File: src/hw/rtl/sorted_multiset_linked_table_defines.svh
// Assertion macros for the sorted multiset block.
`ifndef SORTED_MULTISET_LINKED_TABLE_DEFINES_SVH
`define SORTED_MULTISET_LINKED_TABLE_DEFINES_SVH
`ifndef NO_ASSERTIONS
`define SMLT_ASSERT_IMPL(label, clk, rst, prop, msg) \
  label: assert property (@(posedge clk) disable iff (rst) (prop)) else $error(msg);
`define SMLT_ASSERT_ALWAYS(label, clk, prop, msg) \
  label: assert property (@(posedge clk) (prop)) else $error(msg);
`else
`define SMLT_ASSERT_IMPL(label, clk, rst, prop, msg)
`define SMLT_ASSERT_ALWAYS(label, clk, prop, msg)
`endif
`endif

File: src/hw/rtl/smlt_pkg.sv
`timescale 1ns / 1ps
package smlt_pkg;
  localparam int NODE_CAPACITY = 64;
  localparam int VALUE_BITS = 32;
  localparam int IDX_BITS = $clog2(NODE_CAPACITY + 1);
  localparam int ADDR_BITS = $clog2(NODE_CAPACITY);
  localparam int STEP_BITS = $clog2(NODE_CAPACITY + 1);
  localparam logic [IDX_BITS-1:0] NIL_INDEX = IDX_BITS'(NODE_CAPACITY);
  localparam logic [31:0] COUNT_MAX = 32'hFFFF_FFFF;

  localparam logic [1:0] CMD_ADD = 2'd0;
  localparam logic [1:0] CMD_REMOVE_ONE = 2'd1;
  localparam logic [1:0] CMD_REMOVE_N = 2'd2;
  localparam logic [1:0] CMD_QUERY = 2'd3;

  localparam logic [1:0] STATUS_OK = 2'd0;
  localparam logic [1:0] STATUS_FULL = 2'd1;
  localparam logic [1:0] STATUS_ZERO = 2'd2;

  typedef struct packed {
    logic [1:0] command;
    logic signed [31:0] value;
    logic [31:0] amount;
  } in_item_t;

  typedef struct packed {
    logic [31:0] occurrences;
    logic found;
    logic [1:0] status;
    logic [31:0] total_size;
    logic is_empty;
  } out_item_t;

  typedef enum logic [3:0] {
    ST_INIT,
    ST_IDLE,
    ST_READ,
    ST_CHECK,
    ST_NEXT,
    ST_UPD,
    ST_UNLINK,
    ST_DONE
  } state_t;

  typedef struct packed {
    logic init_step;
    logic load;
    logic start_walk;
    logic read_cur;
    logic advance;
    logic update;
    logic unlink;
    logic finish;
  } cmd_t;

  typedef struct packed {
    logic init_last;
    logic zero_amount;
    logic cur_nil;
    logic cur_greater;
    logic cur_equal;
    logic steps_done;
    logic need_unlink;
  } stat_t;
endpackage

File: src/hw/rtl/smlt_ctrl.sv
`timescale 1ns / 1ps
module smlt_ctrl (
  input  logic clk,
  input  logic rst,
  input  logic in_valid,
  output logic in_ready,
  input  logic out_busy,
  input  smlt_pkg::stat_t st,
  output smlt_pkg::cmd_t cmd
);
  import smlt_pkg::*;

  state_t state, state_next;

  always_ff @(posedge clk) begin
    if (rst) state <= ST_INIT;
    else state <= state_next;
  end

  always_comb begin
    state_next = state;
    cmd = '0;
    in_ready = 1'b0;
    case (state)
      ST_INIT: begin
        cmd.init_step = 1'b1;
        if (st.init_last) state_next = ST_IDLE;
      end
      ST_IDLE: begin
        in_ready = !out_busy;
        if (in_valid && !out_busy) begin
          cmd.load = 1'b1;
          state_next = ST_READ;
        end
      end
      ST_READ: begin
        if (st.zero_amount) state_next = ST_DONE;
        else begin
          cmd.start_walk = 1'b1;
          state_next = ST_CHECK;
        end
      end
      ST_CHECK: begin
        if (st.cur_nil || st.steps_done) state_next = ST_UPD;
        else begin
          cmd.read_cur = 1'b1;
          state_next = ST_NEXT;
        end
      end
      ST_NEXT: begin
        if (st.cur_greater || st.cur_equal) state_next = ST_UPD;
        else begin
          cmd.advance = 1'b1;
          state_next = ST_CHECK;
        end
      end
      ST_UPD: begin
        cmd.update = 1'b1;
        state_next = st.need_unlink ? ST_UNLINK : ST_DONE;
      end
      ST_UNLINK: begin
        cmd.unlink = 1'b1;
        state_next = ST_DONE;
      end
      ST_DONE: begin
        cmd.finish = 1'b1;
        state_next = ST_IDLE;
      end
      default: state_next = ST_IDLE;
    endcase
  end
endmodule

File: config.mk
export PLATFORM = sky130hd
export DESIGN_NAME = smlt_ctrl
export DESIGN_NICKNAME = d
export VERILOG_FILES = /design/src/hw/rtl/sorted_multiset_linked_table_defines.svh /design/src/hw/rtl/smlt_pkg.sv /design/src/hw/rtl/smlt_ctrl.sv
export SDC_FILE = /design/constraint.sdc
export NUM_CORES = 1
export LEC_CHECK = 0
export BUFFER_PORTS_ARGS = -buffer_cell sky130_fd_sc_hd__buf_2
export CORE_AREA = 3 3 40 42
export DETAILED_ROUTE_END_ITERATION = 16
export DIE_AREA = 0 0 43 45
export HOLD_SLACK_MARGIN = 0.1
export PLACE_DENSITY_LB_ADDON = 0.3
export SETUP_SLACK_MARGIN = 0.4
export SYNTH_ARGS = -nofsm -noshare
export SYNTH_HDL_FRONTEND = slang
export SYNTH_SLANG_ARGS = --single-unit
export TNS_END_PERCENT = 1
File: constraint.sdc
create_clock -name clk -period 3 [get_ports clk]
set_input_delay 0.6 -clock clk [delete_from_list [all_inputs] [get_ports clk]]
set_output_delay 0.6 -clock clk [all_outputs]
set_load 0.05 [all_outputs]
==> results of run 1 <==
## cell usage in the layout, fill, tap and decap left out, types with 2 or more instances in the layout
cell type	count
a211oi_1	2
buf_2	19
clkbuf_4	3
dfxtp_1	3
nand2_1	2
nor2_1	4
nor4b_2	2
## cells by family after synthesis
logic type / share of synthesized area (%)
buffers and inverters: 9.174
and+or+nand+nor: 42.52
DFF: 23.19
AOI/OAI and AO/OA: 25.12
## metrics by stage
| step | power (uW) | hold slack, ns |
|---|---|---|
| global route | 216.7 | 0.5934 |
| CTS | 206.8 | 0.5769 |
| floorplan | 116.8 | 0.6089 |
| detailed placement | 133.7 | 0.6975 |
| global placement | 133.2 | 0.6952 |
| finish | 202.6 | 0.5801 |
## worst register-to-register path: stages, from the launching register on
cell,delay [ns]
dfxtp_1,0.61
nand2b_1,0.11
o311a_1,0.15
a221oi_2,0.21
## routing by layer
layer | vias up | global-route usage (%) | part of all wire (%)
li1 | 159 | - | -
met1 | 134 | 11.54 | 47
met2 | 11 | 11.68 | 46
met3 | 0 | 1.992 | 7.5
met5 | - | 0 | 0
met4 | 0 | 9.036 | 0
## power by group
group	switching (uW)	internal, uW
registers	17.2	45.2
clock network	20.5	49.8
logic	43.6	26.3
total	81.3	121
## cell type report
cell class	count	area, sq um	area share, %
clock buffers	4	26.28	6.709
inverters	1	3.754	0.9585
multi-input cells	24	187.7	47.92
flip-flops and latches	3	60.06	15.34
well taps	15	18.77	4.792
repair buffers	19	95.09	24.28
## worst min-delay path by stage
stage	slack (ns)	endpoint	start
after floorplan	0.61	state[1]	state[0]
after detailed placement	0.70	state[2]	state[0]
after CTS	0.58	state[0]	rst
after global routing	0.59	state[0]	rst
final	0.58	state[0]	rst
after global placement	0.70	state[0]	state[1]
==> impl_results.md, run 1 <==
- Clock Tree Buf Depth: 2
- DRC: 0
- Final hold violation count: 0
- Worst skew pair latency: ~0.23 ns
- Grt ovf: 0
- Fin. max-slew vios: 0
- Mapped Avg Cell Area: between 8 and 9 sq um
- Post-cts resize count: 0
- Crit. path cell count: 3
- Syn nets: 42
- Drt wl/cell: 10.97 microns
- Vias per cell: 4.606
- CTS tree: done
- Clk_skew: 0.001959 ns
- Vias in the first global route: 300
- Synth Cell Area: 259.0 sq um
- Top cells by count, synth: 4 x nor2_1, 3 x dfxtp_1
- 1st-iter DRT viols: 4
- Final WS setup: ~0.95 ns
- CP endpoint: cmd[6]
- Synth unique cells: 22
- Initial core utilization: between 20% and 30%
- Vias: between 300 and 400
- GP Congestion: 0.6008
- Crit path kind: flop to output pin
- Crit path max fanout: 12
- Worst setup path start: state[0]
- Cell with the largest stage delay on the worst path: dfxtp_1
- Global Route Usage Sum: 8.902%
- Placed Cells incl. Taps: between 60 and 70
- Detailed placement HPWL: 539.4 microns
- Post-Route WL: 724 microns
- Worst path bufs/invs: 1
- Area growth from synthesis to layout: 51.21%
- Die Height: ~45 microns
- Placed cell areas: between 300 and 400 sq um
- Biggest register: state
- Max Freq: approximately 490 MHz
- Critical Path Sink Type: output pin
- Rel. slew slack: about two thirds
- First-pass GRT wire length: 1.262 mm
- Die W: around 43 microns
- Top FF cell, synth: dfxtp_1
- Clock sink count: 3
- Worst-path cell chain: nor4b_2 -> and2_1 -> buf_2
- Cells after Synth: 31
- Post-synth top area cell: dfxtp_1
- IO Count: 20
- R2R setup slack: 1.83 ns
- Worst EP required: 2.40 ns
- Worst R2R Path Depth: 3
- Fin util: 30.48%
- #FFs+latches synth: 3
- Share of cells above drive strength 1: 52.94%
- Status: completed
- Unrepaired setup endpoints after global routing: no
- Post-CTS repair timing setup buffer count: 0
- Tightest Pin Transition: 0.4844 ns
- Max Cap Viol: 0
- Leakage: 0.0001915 uW
- Post-DRT Antenna Nets: 0
- Number of flip-flops in the largest register: 3
- Worst R2R Start: state[2]
- Min-delay worst type: primary input to flop
- Area contributors post-synth: dfxtp_1 23%, nor4b_1 6.8%, a211oi_1 5.8%
- Final setup TNS: 0 ns
- Post-synthesis sequential area ratio: 23.19%
- Die area: 1935 sq um
- Inserted Diodes: 0
- Post-synth ARST share: 0%
- Cell family with most CP delay: flip-flops
- Final Cycle Share: slightly below 70%
- Cell area after layout: between 300 and 400 sq um
- Peak VDD IR: 0.0001315 V
- Top-area cell type share of the netlist area: a little under a quarter
- Synth warn: 0
- Delay of the slowest critical-path stage: between 0.5 and 0.6 ns
- Initial antenna violation count: 0
- Largest net degree at the start of global routing: 16
- Hold Path Cell Cnt: 2
- Setup Viol. Count Final: 0
- Worst R2R End: state[0]
- EDFF count, synth: 0
- Cts bufs inserted: 3
- DR pass1 iterations: 2
- Power Dens Cells: 517.3 nW/um^2
- Rows: 13
- Most numerous cell in the Yosys netlist: nor2_1
- Clock transition at path regs: 0.04 ns
- Fill count: 147
- Hold Buf Count CTS: 0
- Final min period: 2.046 ns
- Port Buffer Count: 19
- Final Non-Filler Cells: between 60 and 70
- Clk root buf: clkbuf_4
- Final net count: 63
- Place WS: 1.059 ns
- Core area: 1285 sq um
- Worst setup SP type: flop
- H-tree Lvls: 1
- Worst EP arrival: ~1.5 ns
- Top flop regs: state: 3 flops
Note: power is estimated with default switching activity, not from simulation.
==> run 2, diff against run 1 <==
==> constraint.sdc (replaced) <==
create_clock -name clk -period 1.7 [get_ports clk]
set_input_delay 0.34 -clock clk [delete_from_list [all_inputs] [get_ports clk]]
set_output_delay 0.34 -clock clk [all_outputs]
set_load 0.05 [all_outputs]
==> impl_results.md, run 2 (synthesized netlist as in run 1, its figures left out) <==
- Tightest Pin Transition: roughly 0.30 ns
- Initial antenna violation count: 0
- DR pass1 iterations: 2
- Core area: between 1000 and 1500 sq um
- Rel. slew slack: 79.81%
- Top flop regs: state: 3 flops
- Die area: 1935 sq um
- CTS tree: done
- Clk_skew: between 0.002 and 0.003 ns
- Cts bufs inserted: 3
- Clock transition at path regs: 0.04 ns
- First-pass GRT wire length: 1.449 mm
- Number of flip-flops in the largest register: 3
- Min-delay worst type: primary input to flop
- Worst setup SP type: flop
- Crit path kind: flop to output pin
- Register area: 68.82 sq um
- Vias: 355
- DRC: 0
- Clock sink count: 3
- Fin. max-slew vios: 0
- Leakage: around 0.00025 uW
- Final Non-Filler Cells: 75
- Commonest non-fill, non-tap cell in the layout: buf_2
- Worst EP required: 1.36 ns
- GP Congestion: between 0.6 and 0.7
- Peak VDD IR: ~0.0003 V
- Worst skew pair latency: between 0.2 and 0.25 ns
- Unrepaired setup endpoints after global routing: yes
- Clk root buf: clkbuf_4
- Status: completed
- Fill count: 143
- Final hold violation count: 0
- Grt ovf: 0
- Final Cycle Share: 90.51%
- Initial core utilization: 20.16%
- Max Cap Viol: 0
- Final net count: between 70 and 80
- Crit path max fanout: 6
- Die Height: 45 microns
- Global Route Usage Sum: 10.24%
- IO Count: 20
- Post-DRT Antenna Nets: 0
- Rows: 13
- Die W: 43 microns
- Inserted Diodes: 0
- Clock Tree Buf Depth: 2
- Placed Cells incl. Taps: 65
- H-tree Lvls: 1
- 1st-iter DRT viols: 6
- Area of the multi-input gates: 227.7 sq um
- Critical Path Sink Type: output pin
- Vias in the first global route: 346
- Power Dens Cells: 785.8 nW/um^2
- Largest net degree at the start of global routing: 9
- Most frequent cells in the layout: 13 x buf_2, 9 x buf_4, 5 x buf_6
- Detailed placement HPWL: 595.4 microns
- Drt wl/cell: ~12 microns
- Hold Slack: 0.3132 ns
- Area growth from synthesis to layout: 112.1%
- Post-Route WL: 883 microns
- Share of cells above drive strength 1: between 70% and 80%
- Setup Viol. Count Final: 0
- Final min period: about 1.5 ns
- Worst EP arrival: 1.20 ns
- Port Buffer Count: 19
- Max Freq: about 650 MHz
- Biggest register: state
- Vias per cell: roughly 4.7
run 2: cell type report:
class,instances,share of cell area (%)
tap,15,3.417
sequential,3,12.53
inverter,1,0.6834
multi-input combinational,24,41.46
timing repair buffer,28,37.13
clock buffer,4,4.784
run 2: power by group:
part / total (uW) / leakage [uW] / switching, uW / internal, uW
clock: 126 / 0.0000150 / 38.4 / 88.1
sequential: 98.6 / 0.0000264 / 17.1 / 81.6
combinational: 207 / 0.000214 / 111 / 96.0
total: 432 / 0.000255 / 166 / 266
run 2: stage by stage:
stage          worst slack [ns]  TNS [ns]  total power [uW]  utilization, %  area [sq um]
2_1_floorplan          -0.02883  -0.02883             222.7               -         312.8
6_report                 0.1613         0             431.6           42.75         549.3
5_1_grt                  0.1073         0             457.1           42.75         549.3
4_1_cts                  0.1582         0             435.6           42.75         549.3
3_5_place_dp             0.2029         0             264.1           33.40         429.2
3_3_place_gp             0.2082         0             264.1           33.40         429.2
run 2: final timing paths:
check | from | depth (start not counted) | endpoint | slack (ns)
worst max-delay path | state[1] | 3 | cmd[4] | 0.16
worst min-delay path | rst | 2 | state[0] | 0.31
worst max register to register | state[1] | 5 | state[2] | 0.44
worst min register to register | state[2] | 2 | state[2] | 0.58
run 2: routing by layer:
layer	GRT usage, %	wire [microns]
met5	0	0
met4	7.229	9
met3	2.789	53
met2	16.47	403
met1	11.81	416
run 2: critical path, cell delays in order (launching register included):
cell	delay, ns
dfxtp_4	0.37
nand2_1	0.11
nor4_4	0.29
buf_6	0.19
run 2: repair_timing:
item | in CTS | in global routing
endpoints found under the hold margin | 0 | 0
resized for setup | 18 | 0
endpoints found under the setup margin | 9 | 10
buffers inserted | 6 | 0
pin swaps | 4 | 0
hold buffers | 0 | 0
